## src/rtl/sounding_frame_builder_crc32_macros.svh

```systemverilog
// assertion macros shared by the frame builder modules
`ifndef SOUNDING_FRAME_BUILDER_CRC32_MACROS_SVH
`define SOUNDING_FRAME_BUILDER_CRC32_MACROS_SVH

`ifndef SYNTHESIS
`define SFB_ASSERT_RST(label, clk, rst_n, prop, msg) \
  label: assert property (@(posedge clk) disable iff (!rst_n) (prop)) else $error(msg);
`define SFB_ASSERT_ALWAYS(label, clk, prop, msg) \
  label: assert property (@(posedge clk) (prop)) else $error(msg);
`else
`define SFB_ASSERT_RST(label, clk, rst_n, prop, msg)
`define SFB_ASSERT_ALWAYS(label, clk, prop, msg)
`endif

`endif

```

## src/rtl/sfb_pkg.sv

```systemverilog
// types, constants and crc function for the sounding frame builder
`timescale 1ns / 1ps

package sfb_pkg;

  localparam int unsigned QUEUE_DEPTH = 2;

  localparam int unsigned CFG_DATA_W  = 48;
  localparam int unsigned CFG_INDEX_W = 2;

  localparam logic [31:0] CRC_POLY     = 32'hEDB8_8320;
  localparam logic [31:0] CRC_INIT     = 32'hFFFF_FFFF;
  localparam logic [31:0] PAYLOAD_MAGIC = 32'h3144_4E53;
  localparam logic [15:0] FC_DATA      = 16'h0008;
  localparam logic [15:0] PAYLOAD_VER  = 16'd1;
  localparam logic [15:0] PAYLOAD_LEN  = 16'd48;

  localparam logic [4:0] WORD_CRC_FIRST = 5'd6;
  localparam logic [4:0] WORD_CRC_LAST  = 5'd16;
  localparam logic [4:0] WORD_LAST      = 5'd17;

  typedef enum logic [CFG_INDEX_W-1:0] {
    CFG_SOURCE_MAC    = 2'd0,
    CFG_SESSION_TAG   = 2'd1,
    CFG_RADIO_CHANNEL = 2'd2,
    CFG_SOUNDING_RATE = 2'd3
  } cfg_reg_e;

  typedef struct packed {
    logic [31:0]        sounding_number;
    logic signed [63:0] time_us;
  } sfb_in_t;

  typedef struct packed {
    logic [31:0] frame_word;
    logic [4:0]  word_index;
    logic        last_word;
  } sfb_out_t;

  typedef struct packed {
    logic [47:0] source_mac;
    logic [31:0] session_tag;
    logic [15:0] radio_channel;
    logic [9:0]  sounding_rate;
  } sfb_cfg_t;

  // reflected crc-32 over one little-endian word
  function automatic logic [31:0] crc32_word(input logic [31:0] crc, input logic [31:0] data);
    logic [31:0] c;
    c = crc ^ data;
    for (int k = 0; k < 32; k++) begin
      c = c[0] ? ((c >> 1) ^ CRC_POLY) : (c >> 1);
    end
    return c;
  endfunction

endpackage

```

## src/rtl/sounding_frame_builder_crc32.sv

```systemverilog
// top level of the sounding frame builder with crc-32
`timescale 1ns / 1ps

// Each accepted item yields one 72-byte frame delivered as 18 words, one word per
// cycle from the frame sequencer while the output is not stalled; the crc is folded
// in four bytes a cycle as the payload words go out and the last word carries it.
// The next frame starts in the cycle after the final word of the previous one is
// registered, so frames follow with no gap when an item is waiting. Up to QueueDepth
// items wait in the queue between intake and sequencer. Configuration writes are taken
// every cycle and must only happen while no frame is pending.
module sounding_frame_builder_crc32 #(
  parameter int unsigned QueueDepth = sfb_pkg::QUEUE_DEPTH
) (
  input  logic                            clk_i,
  input  logic                            rst_ni,
  input  logic                            cfg_valid_i,
  output logic                            cfg_ready_o,
  input  logic [sfb_pkg::CFG_INDEX_W-1:0] cfg_index_i,
  input  logic [sfb_pkg::CFG_DATA_W-1:0]  cfg_data_i,
  input  logic                            in_valid_i,
  output logic                            in_stall_o,
  input  sfb_pkg::sfb_in_t                in_item_i,
  output logic                            out_valid_o,
  input  logic                            out_stall_i,
  output sfb_pkg::sfb_out_t               out_item_o
);
  import sfb_pkg::*;

  logic     q_full, q_push, q_valid, q_pop;
  sfb_in_t  q_wdata, q_rdata;
  sfb_cfg_t cfg;

  sfb_front u_front (
    .clk_i       (clk_i),
    .rst_ni      (rst_ni),
    .cfg_valid_i (cfg_valid_i),
    .cfg_ready_o (cfg_ready_o),
    .cfg_index_i (cfg_index_i),
    .cfg_data_i  (cfg_data_i),
    .in_valid_i  (in_valid_i),
    .in_stall_o  (in_stall_o),
    .in_item_i   (in_item_i),
    .q_full_i    (q_full),
    .q_push_o    (q_push),
    .q_data_o    (q_wdata),
    .cfg_o       (cfg)
  );

  sfb_fifo #(
    .Depth (QueueDepth)
  ) u_fifo (
    .clk_i   (clk_i),
    .rst_ni  (rst_ni),
    .push_i  (q_push),
    .data_i  (q_wdata),
    .full_o  (q_full),
    .pop_i   (q_pop),
    .valid_o (q_valid),
    .data_o  (q_rdata)
  );

  sfb_back u_back (
    .clk_i       (clk_i),
    .rst_ni      (rst_ni),
    .cfg_i       (cfg),
    .q_valid_i   (q_valid),
    .q_data_i    (q_rdata),
    .q_pop_o     (q_pop),
    .out_valid_o (out_valid_o),
    .out_stall_i (out_stall_i),
    .out_item_o  (out_item_o)
  );

endmodule

```

## src/rtl/sfb_front.sv

```systemverilog
// front end: configuration registers and input item intake
`timescale 1ns / 1ps

module sfb_front (
  input  logic                            clk_i,
  input  logic                            rst_ni,
  input  logic                            cfg_valid_i,
  output logic                            cfg_ready_o,
  input  logic [sfb_pkg::CFG_INDEX_W-1:0] cfg_index_i,
  input  logic [sfb_pkg::CFG_DATA_W-1:0]  cfg_data_i,
  input  logic                            in_valid_i,
  output logic                            in_stall_o,
  input  sfb_pkg::sfb_in_t                in_item_i,
  input  logic                            q_full_i,
  output logic                            q_push_o,
  output sfb_pkg::sfb_in_t                q_data_o,
  output sfb_pkg::sfb_cfg_t               cfg_o
);
  import sfb_pkg::*;

  sfb_cfg_t cfg_q, cfg_d;

  assign cfg_ready_o = 1'b1;
  assign in_stall_o  = q_full_i;
  assign q_push_o    = in_valid_i && !q_full_i;
  assign q_data_o    = in_item_i;
  assign cfg_o       = cfg_q;

  always_comb begin
    cfg_d = cfg_q;
    if (cfg_valid_i && cfg_ready_o) begin
      unique case (cfg_reg_e'(cfg_index_i))
        CFG_SOURCE_MAC:    cfg_d.source_mac    = cfg_data_i[47:0];
        CFG_SESSION_TAG:   cfg_d.session_tag   = cfg_data_i[31:0];
        CFG_RADIO_CHANNEL: cfg_d.radio_channel = cfg_data_i[15:0];
        CFG_SOUNDING_RATE: cfg_d.sounding_rate = cfg_data_i[9:0];
        default:           cfg_d = cfg_q;
      endcase
    end
  end

  always_ff @(posedge clk_i or negedge rst_ni) begin
    if (!rst_ni) begin
      cfg_q.source_mac    <= '0;
      cfg_q.session_tag   <= '0;
      cfg_q.radio_channel <= 16'd1;
      cfg_q.sounding_rate <= 10'd1;
    end else begin
      cfg_q <= cfg_d;
    end
  end

endmodule

```

## src/rtl/sfb_fifo.sv

```systemverilog
// short item queue between front end and frame sequencer
`timescale 1ns / 1ps
`include "sounding_frame_builder_crc32_macros.svh"

module sfb_fifo #(
  parameter int unsigned Depth = sfb_pkg::QUEUE_DEPTH
) (
  input  logic             clk_i,
  input  logic             rst_ni,
  input  logic             push_i,
  input  sfb_pkg::sfb_in_t data_i,
  output logic             full_o,
  input  logic             pop_i,
  output logic             valid_o,
  output sfb_pkg::sfb_in_t data_o
);
  import sfb_pkg::*;

  localparam int unsigned IdxW = (Depth > 1) ? $clog2(Depth) : 1;
  localparam int unsigned CntW = $clog2(Depth + 1);

  sfb_in_t mem_q [Depth];
  logic [IdxW-1:0] wr_ptr_q, wr_ptr_d, rd_ptr_q, rd_ptr_d;
  logic [CntW-1:0] count_q, count_d;
  logic do_push, do_pop;

  assign full_o  = (count_q == CntW'(Depth));
  assign valid_o = (count_q != '0);
  assign data_o  = mem_q[rd_ptr_q];
  assign do_push = push_i && !full_o;
  assign do_pop  = pop_i && valid_o;

  always_comb begin
    wr_ptr_d = wr_ptr_q;
    rd_ptr_d = rd_ptr_q;
    count_d  = count_q;
    if (do_push) begin
      wr_ptr_d = (wr_ptr_q == IdxW'(Depth - 1)) ? '0 : wr_ptr_q + 1'b1;
    end
    if (do_pop) begin
      rd_ptr_d = (rd_ptr_q == IdxW'(Depth - 1)) ? '0 : rd_ptr_q + 1'b1;
    end
    if (do_push && !do_pop) begin
      count_d = count_q + 1'b1;
    end else if (do_pop && !do_push) begin
      count_d = count_q - 1'b1;
    end
  end

  always_ff @(posedge clk_i or negedge rst_ni) begin
    if (!rst_ni) begin
      wr_ptr_q <= '0;
      rd_ptr_q <= '0;
      count_q  <= '0;
    end else begin
      wr_ptr_q <= wr_ptr_d;
      rd_ptr_q <= rd_ptr_d;
      count_q  <= count_d;
    end
  end

  always_ff @(posedge clk_i) begin
    if (do_push) begin
      mem_q[wr_ptr_q] <= data_i;
    end
  end

  `SFB_ASSERT_RST(a_fifo_count_bound, clk_i, rst_ni, count_q <= CntW'(Depth), "queue overfilled")
  `SFB_ASSERT_RST(a_fifo_ptrs_empty, clk_i, rst_ni, (count_q == '0) |-> (wr_ptr_q == rd_ptr_q), "queue pointers disagree with count")

endmodule

```

## src/rtl/sfb_back.sv

```systemverilog
// frame sequencer: word generation, crc and output register
`timescale 1ns / 1ps
`include "sounding_frame_builder_crc32_macros.svh"

module sfb_back (
  input  logic              clk_i,
  input  logic              rst_ni,
  input  sfb_pkg::sfb_cfg_t cfg_i,
  input  logic              q_valid_i,
  input  sfb_pkg::sfb_in_t  q_data_i,
  output logic              q_pop_o,
  output logic              out_valid_o,
  input  logic              out_stall_i,
  output sfb_pkg::sfb_out_t out_item_o
);
  import sfb_pkg::*;

  logic        busy_q, busy_d;
  logic [4:0]  cnt_q, cnt_d;
  logic [31:0] crc_q, crc_d;
  logic        out_valid_q, out_valid_d;
  sfb_in_t     item_q;
  sfb_out_t    out_q;
  logic        adv, load, at_last;
  logic [31:0] word;

  assign adv     = busy_q && (!out_valid_q || !out_stall_i);
  assign at_last = (cnt_q == WORD_LAST);
  assign load    = q_valid_i && (!busy_q || (adv && at_last));
  assign q_pop_o = load;

  assign out_valid_o = out_valid_q;
  assign out_item_o  = out_q;

  always_comb begin
    case (cnt_q)
      5'd0:    word = {16'h0000, FC_DATA};
      5'd1:    word = 32'hFFFF_FFFF;
      5'd2:    word = {cfg_i.source_mac[15:0], 16'hFFFF};
      5'd3:    word = cfg_i.source_mac[47:16];
      5'd4:    word = cfg_i.source_mac[31:0];
      5'd5:    word = {item_q.sounding_number[11:0], 4'h0, cfg_i.source_mac[47:32]};
      5'd6:    word = PAYLOAD_MAGIC;
      5'd7:    word = {PAYLOAD_LEN, PAYLOAD_VER};
      5'd8:    word = cfg_i.session_tag;
      5'd9:    word = item_q.sounding_number;
      5'd10:   word = item_q.time_us[31:0];
      5'd11:   word = item_q.time_us[63:32];
      5'd12:   word = {6'h00, cfg_i.sounding_rate, cfg_i.radio_channel};
      5'd17:   word = ~crc_q;
      default: word = '0;
    endcase
  end

  always_comb begin
    busy_d      = busy_q;
    cnt_d       = cnt_q;
    crc_d       = crc_q;
    out_valid_d = out_valid_q && out_stall_i;
    if (adv) begin
      out_valid_d = 1'b1;
      cnt_d       = cnt_q + 1'b1;
      if (cnt_q >= WORD_CRC_FIRST && cnt_q <= WORD_CRC_LAST) begin
        crc_d = crc32_word(crc_q, word);
      end
      if (at_last) begin
        busy_d = 1'b0;
        cnt_d  = '0;
        crc_d  = CRC_INIT;
      end
    end
    if (load) begin
      busy_d = 1'b1;
      cnt_d  = '0;
      crc_d  = CRC_INIT;
    end
  end

  always_ff @(posedge clk_i or negedge rst_ni) begin
    if (!rst_ni) begin
      busy_q      <= 1'b0;
      cnt_q       <= '0;
      crc_q       <= CRC_INIT;
      out_valid_q <= 1'b0;
    end else begin
      busy_q      <= busy_d;
      cnt_q       <= cnt_d;
      crc_q       <= crc_d;
      out_valid_q <= out_valid_d;
    end
  end

  always_ff @(posedge clk_i) begin
    if (load) begin
      item_q <= q_data_i;
    end
    if (adv) begin
      out_q.frame_word <= word;
      out_q.word_index <= cnt_q;
      out_q.last_word  <= at_last;
    end
  end

  `SFB_ASSERT_RST(a_back_cnt_bound, clk_i, rst_ni, cnt_q <= WORD_LAST, "word counter past frame end")
  `SFB_ASSERT_RST(a_back_last_flag, clk_i, rst_ni, out_valid_q |-> (out_q.last_word == (out_q.word_index == WORD_LAST)), "last flag mismatch")
  `SFB_ASSERT_RST(a_back_load_clean, clk_i, rst_ni, (load && busy_q) |-> (adv && at_last), "new item loaded mid frame")
  `SFB_ASSERT_RST(a_back_crc_restart, clk_i, rst_ni, load |=> (busy_q && cnt_q == '0 && crc_q == CRC_INIT), "frame start not set up")

endmodule

```

## config.mk

```make
export PLATFORM = sky130hd
export DESIGN_NAME = sounding_frame_builder_crc32
export DESIGN_NICKNAME = d
export VERILOG_FILES = /design/src/rtl/sfb_pkg.sv /design/src/rtl/sounding_frame_builder_crc32.sv /design/src/rtl/sfb_front.sv /design/src/rtl/sfb_fifo.sv /design/src/rtl/sfb_back.sv
export VERILOG_INCLUDE_DIRS = /design/src /design/src/rtl
export SDC_FILE = /design/constraint.sdc
export NUM_CORES = 1
export LEC_CHECK = 0
export BUFFER_PORTS_ARGS = -buffer_cell sky130_fd_sc_hd__buf_2
export CORE_MARGIN = 2
export CORE_UTILIZATION = 40
export DETAILED_ROUTE_END_ITERATION = 8
export PLACE_DENSITY = 0.59
export SETUP_SLACK_MARGIN = 0.3
export SLEW_MARGIN = 20
export SYNTH_ARGS = -nofsm -noshare
export SYNTH_HDL_FRONTEND = slang
export SYNTH_SLANG_ARGS = --single-unit
```

## constraint.sdc

```tcl
create_clock -name clk_i -period 4.9 [get_ports clk_i]
set_input_delay 0.49 -clock clk_i [delete_from_list [all_inputs] [get_ports clk_i]]
set_output_delay 0.49 -clock clk_i [all_outputs]
set_load 0.05 [all_outputs]
```

==> flow_metrics.env <==
export IMPL_cts_tree="done"
export IMPL_maxCapViolCount=0
export IMPL_start_util_pct=40.3
export IMPL_grt_pass1_vias=14700
export IMPL_use_met3_pct=3.56
export IMPL_hp_class="input pin to async pin"
export IMPL_ys_async_sr_fraction_pct=31.4
export IMPL_crit_arrival_ns=5.27
export IMPL_drt_wl_total_um=68300
export IMPL_clockRootBuffer="clkbuf_16"
export IMPL_ios=192
export IMPL_final_nets=2072
export IMPL_maxSlewViolCount=0
export IMPL_cp_required_ns=5.42
export IMPL_gr_total_overflow=0
export IMPL_syn_cell_area_um2=22600
export IMPL_grtUsageMet1_pct=31.4
export IMPL_drc_errors=0
export IMPL_period_minus_slack_ns=4.75
export IMPL_synth_area_per_cell_um2=15.6
export IMPL_met2_usage_pct=37.9
export IMPL_ys_warnings_count=0
export IMPL_path_clk_slew_ns=0.06
export IMPL_ctsHoldBuffers=0
export IMPL_num_vias=14300
export IMPL_antenna_found_initial=4
export IMPL_slew_headroom_pct=22.8
export IMPL_area_growth_pct=29.3
export IMPL_gp_congestion=0.981
export IMPL_crit_buf_inv=5
export IMPL_die_h_um=242
export IMPL_seq_area_frac_synth_pct=60.1
export IMPL_period_share_pct=96.9
export IMPL_fmax_ghz=0.211
export IMPL_post_place_cells=2522
export IMPL_cpMaxStageDelayCell="xor3_2"
export IMPL_crit_chain="ha_2, buf_4, and4bb_4, a22o_1, a221oi_2, and3_4, mux2i_4, buf_6, buf_6, xnor2_4, buf_4, xor3_2, buf_12, xor2_4, xor3_2, xnor2_4, xnor3_1, xor2_1, a21oi_1"
export IMPL_yosysMostFrequentCell="edfxtp_1"
export IMPL_ys_flop_type="edfxtp_1"
export IMPL_design_area_um2=29200
export IMPL_fp_row_count=87
export IMPL_clk_latency_ns=0.62
export IMPL_violations="hold timing"
export IMPL_clock_skew_ns=0.0296
export IMPL_syn_nets=1605
export IMPL_rr_worst_depth=19
export IMPL_yosysTopAreaCell="edfxtp_1"
export IMPL_hpwl_um=50500
export IMPL_place_area_um2=25800
export IMPL_avgRoutedWirePerCell_um=25.1
export IMPL_synth_top_area_share_pct=43.4
export IMPL_grt_usage_pct=23.1
export IMPL_setup_viol=0
export IMPL_coreArea_um2=56100
export IMPL_busiest_layer="met2"
export IMPL_clkSinkCount=475
export IMPL_via_per_inst=5.26
export IMPL_crit_path_max_incr_delay_ns=0.48
export IMPL_criticalPathCategory="flop to flop"
export IMPL_finalHoldViolations=6
export IMPL_drtIter0Drc=1313
export IMPL_antenna_left=0
export IMPL_tightest_slew_ns=1.16
export IMPL_finalNonFillerCells=2717
export IMPL_drive_above_1_share_pct=49.7
export IMPL_grt_max_degree=97
export IMPL_path_depth=19
export IMPL_rsz0062_at_grt="true"
export IMPL_cts_made_buffers=52
export IMPL_end_kind="flop"
export IMPL_die_width_um=242
export IMPL_dr_pass1_iters=5
export IMPL_synth_cells=1449
export IMPL_grt_pass1_wl_um=99200
export IMPL_status="complete, but fails checks"
export IMPL_crit_fanout=9
export IMPL_clk_path_buf_depth=3
export IMPL_timing_hold_ws_ns=-0.0168
export IMPL_ys_seq_elements=475
export IMPL_fin_tns_setup_ns=0
export IMPL_fin_util_pct=52.1
export IMPL_synth_area_leaders="edfxtp_1, dfrtp_1, mux2_2"
export IMPL_cp_start_kind="flop"
export IMPL_synth_distinct_cells=94
export IMPL_yosys_top_cells_count="edfxtp_1, mux2_2, xnor2_1"
export IMPL_die_area_um2=58300
export IMPL_portBuffers=190
export IMPL_h_tree_depth=2
export IMPL_synth_edf_count=326
export IMPL_crit_family="XOR/XNOR gates"
[registers in the layout, summed over array words and instances, names as in the netlist]
register,flops
u_back.out_valid_o,1
u_fifo.rd_ptr_q,1
u_fifo.wr_ptr_q,1
u_fifo.mem_q,192
u_fifo.count_q,2
u_back.out_item_o,38
u_back.busy_q,1
u_front.cfg_o,106
u_back.crc_q,32
u_back.cnt_q,5
u_back.item_q,96
[stage by stage]
step,hold WS [ns],setup slack [ns]
after floorplan,0.194,0.266
after global placement,0.469,-0.00549
after detailed placement,0.485,-0.0691
after CTS,0.0314,0.206
after global routing,0.0345,0.0338
final,-0.0168,0.152
[worst paths after layout]
| path | startpoint | slack (ns) | endpoint |
|---|---|---|---|
| worst min-delay path | rst_ni | -0.02 | u_front.cfg_o[99]$_DFFE_PN0P_ |
| worst max-delay path | u_back.cnt_q[0]$_DFFE_PN0P_ | 0.15 | u_back.crc_q[15]$_DFFE_PN1P_ |
| worst min register to register | u_front.cfg_o[18]$_DFFE_PN0P_ | 0.51 | u_front.cfg_o[18]$_DFFE_PN0P_ |
| max in group asynchronous | rst_ni | 3.86 | u_back.crc_q[17]$_DFFE_PN1P_ |
| worst max register to register | u_back.cnt_q[0]$_DFFE_PN0P_ | 0.15 | u_back.crc_q[15]$_DFFE_PN1P_ |
| min in group clk_i | in_item_i[69] | 0.06 | u_fifo.mem_q[1][69]$_DFFE_PP_ |
[metal layers]
layer	vias to the layer above	wire length, µm
met1	7285	29600
met4	6	2530
met3	130	3560
met5	-	41
met2	507	32600
li1	6362	-
[layout make-up]
class                           instances  area (µm²)
Fill cell                            4750       26900
Sequential cell                       475       13600
Multi-Input combinational cell        889        9380
Timing Repair Buffer                  484        3480
Clock buffer                           73        1420
Tap cell                              756         946
Clock inverter                         25         324
Inverter                               14        56.3
Antenna cell                            1        2.50
[what timing repair did]
item,CTS,global route
endpoints found under the setup margin,30,31
pin swaps,49,46
gates cloned,1,1
gates resized for setup,63,85
setup buffers,53,41
[cell families (layout without fill, tap and decap cells)]
kind of cell	Yosys count	in the layout	synth area share (%)
compound gates	218	218	7.04
xor+xnor	253	253	14.1
fa+ha+maj	5	5	0.277
buf+inv	85	596	1.92
flops	475	475	60.1
mux	239	239	12.1
other cells	1	2	0.0166
simple gates	173	173	4.50
[placed cells by master (no fill, tap or decap), types with 19 or more instances in the layout]
cell,netlist,final
nand2_1,28,28
o21ai_0,30,29
buf_6,8,35
xor2_1,59,43
buf_2,14,190
mux2i_1,21,19
xnor2_2,10,29
a21oi_1,48,45
xnor2_4,8,20
xnor2_1,121,90
clkbuf_16,0,53
dfstp_2,34,34
mux2_2,207,207
edfxtp_1,326,326
nor2_1,63,61
dfrtp_1,115,109
buf_4,4,245
a22oi_1,41,37
Power is not shown: default switching activity piles up to over one toggle a cycle in this logic, so the estimate is an artifact.
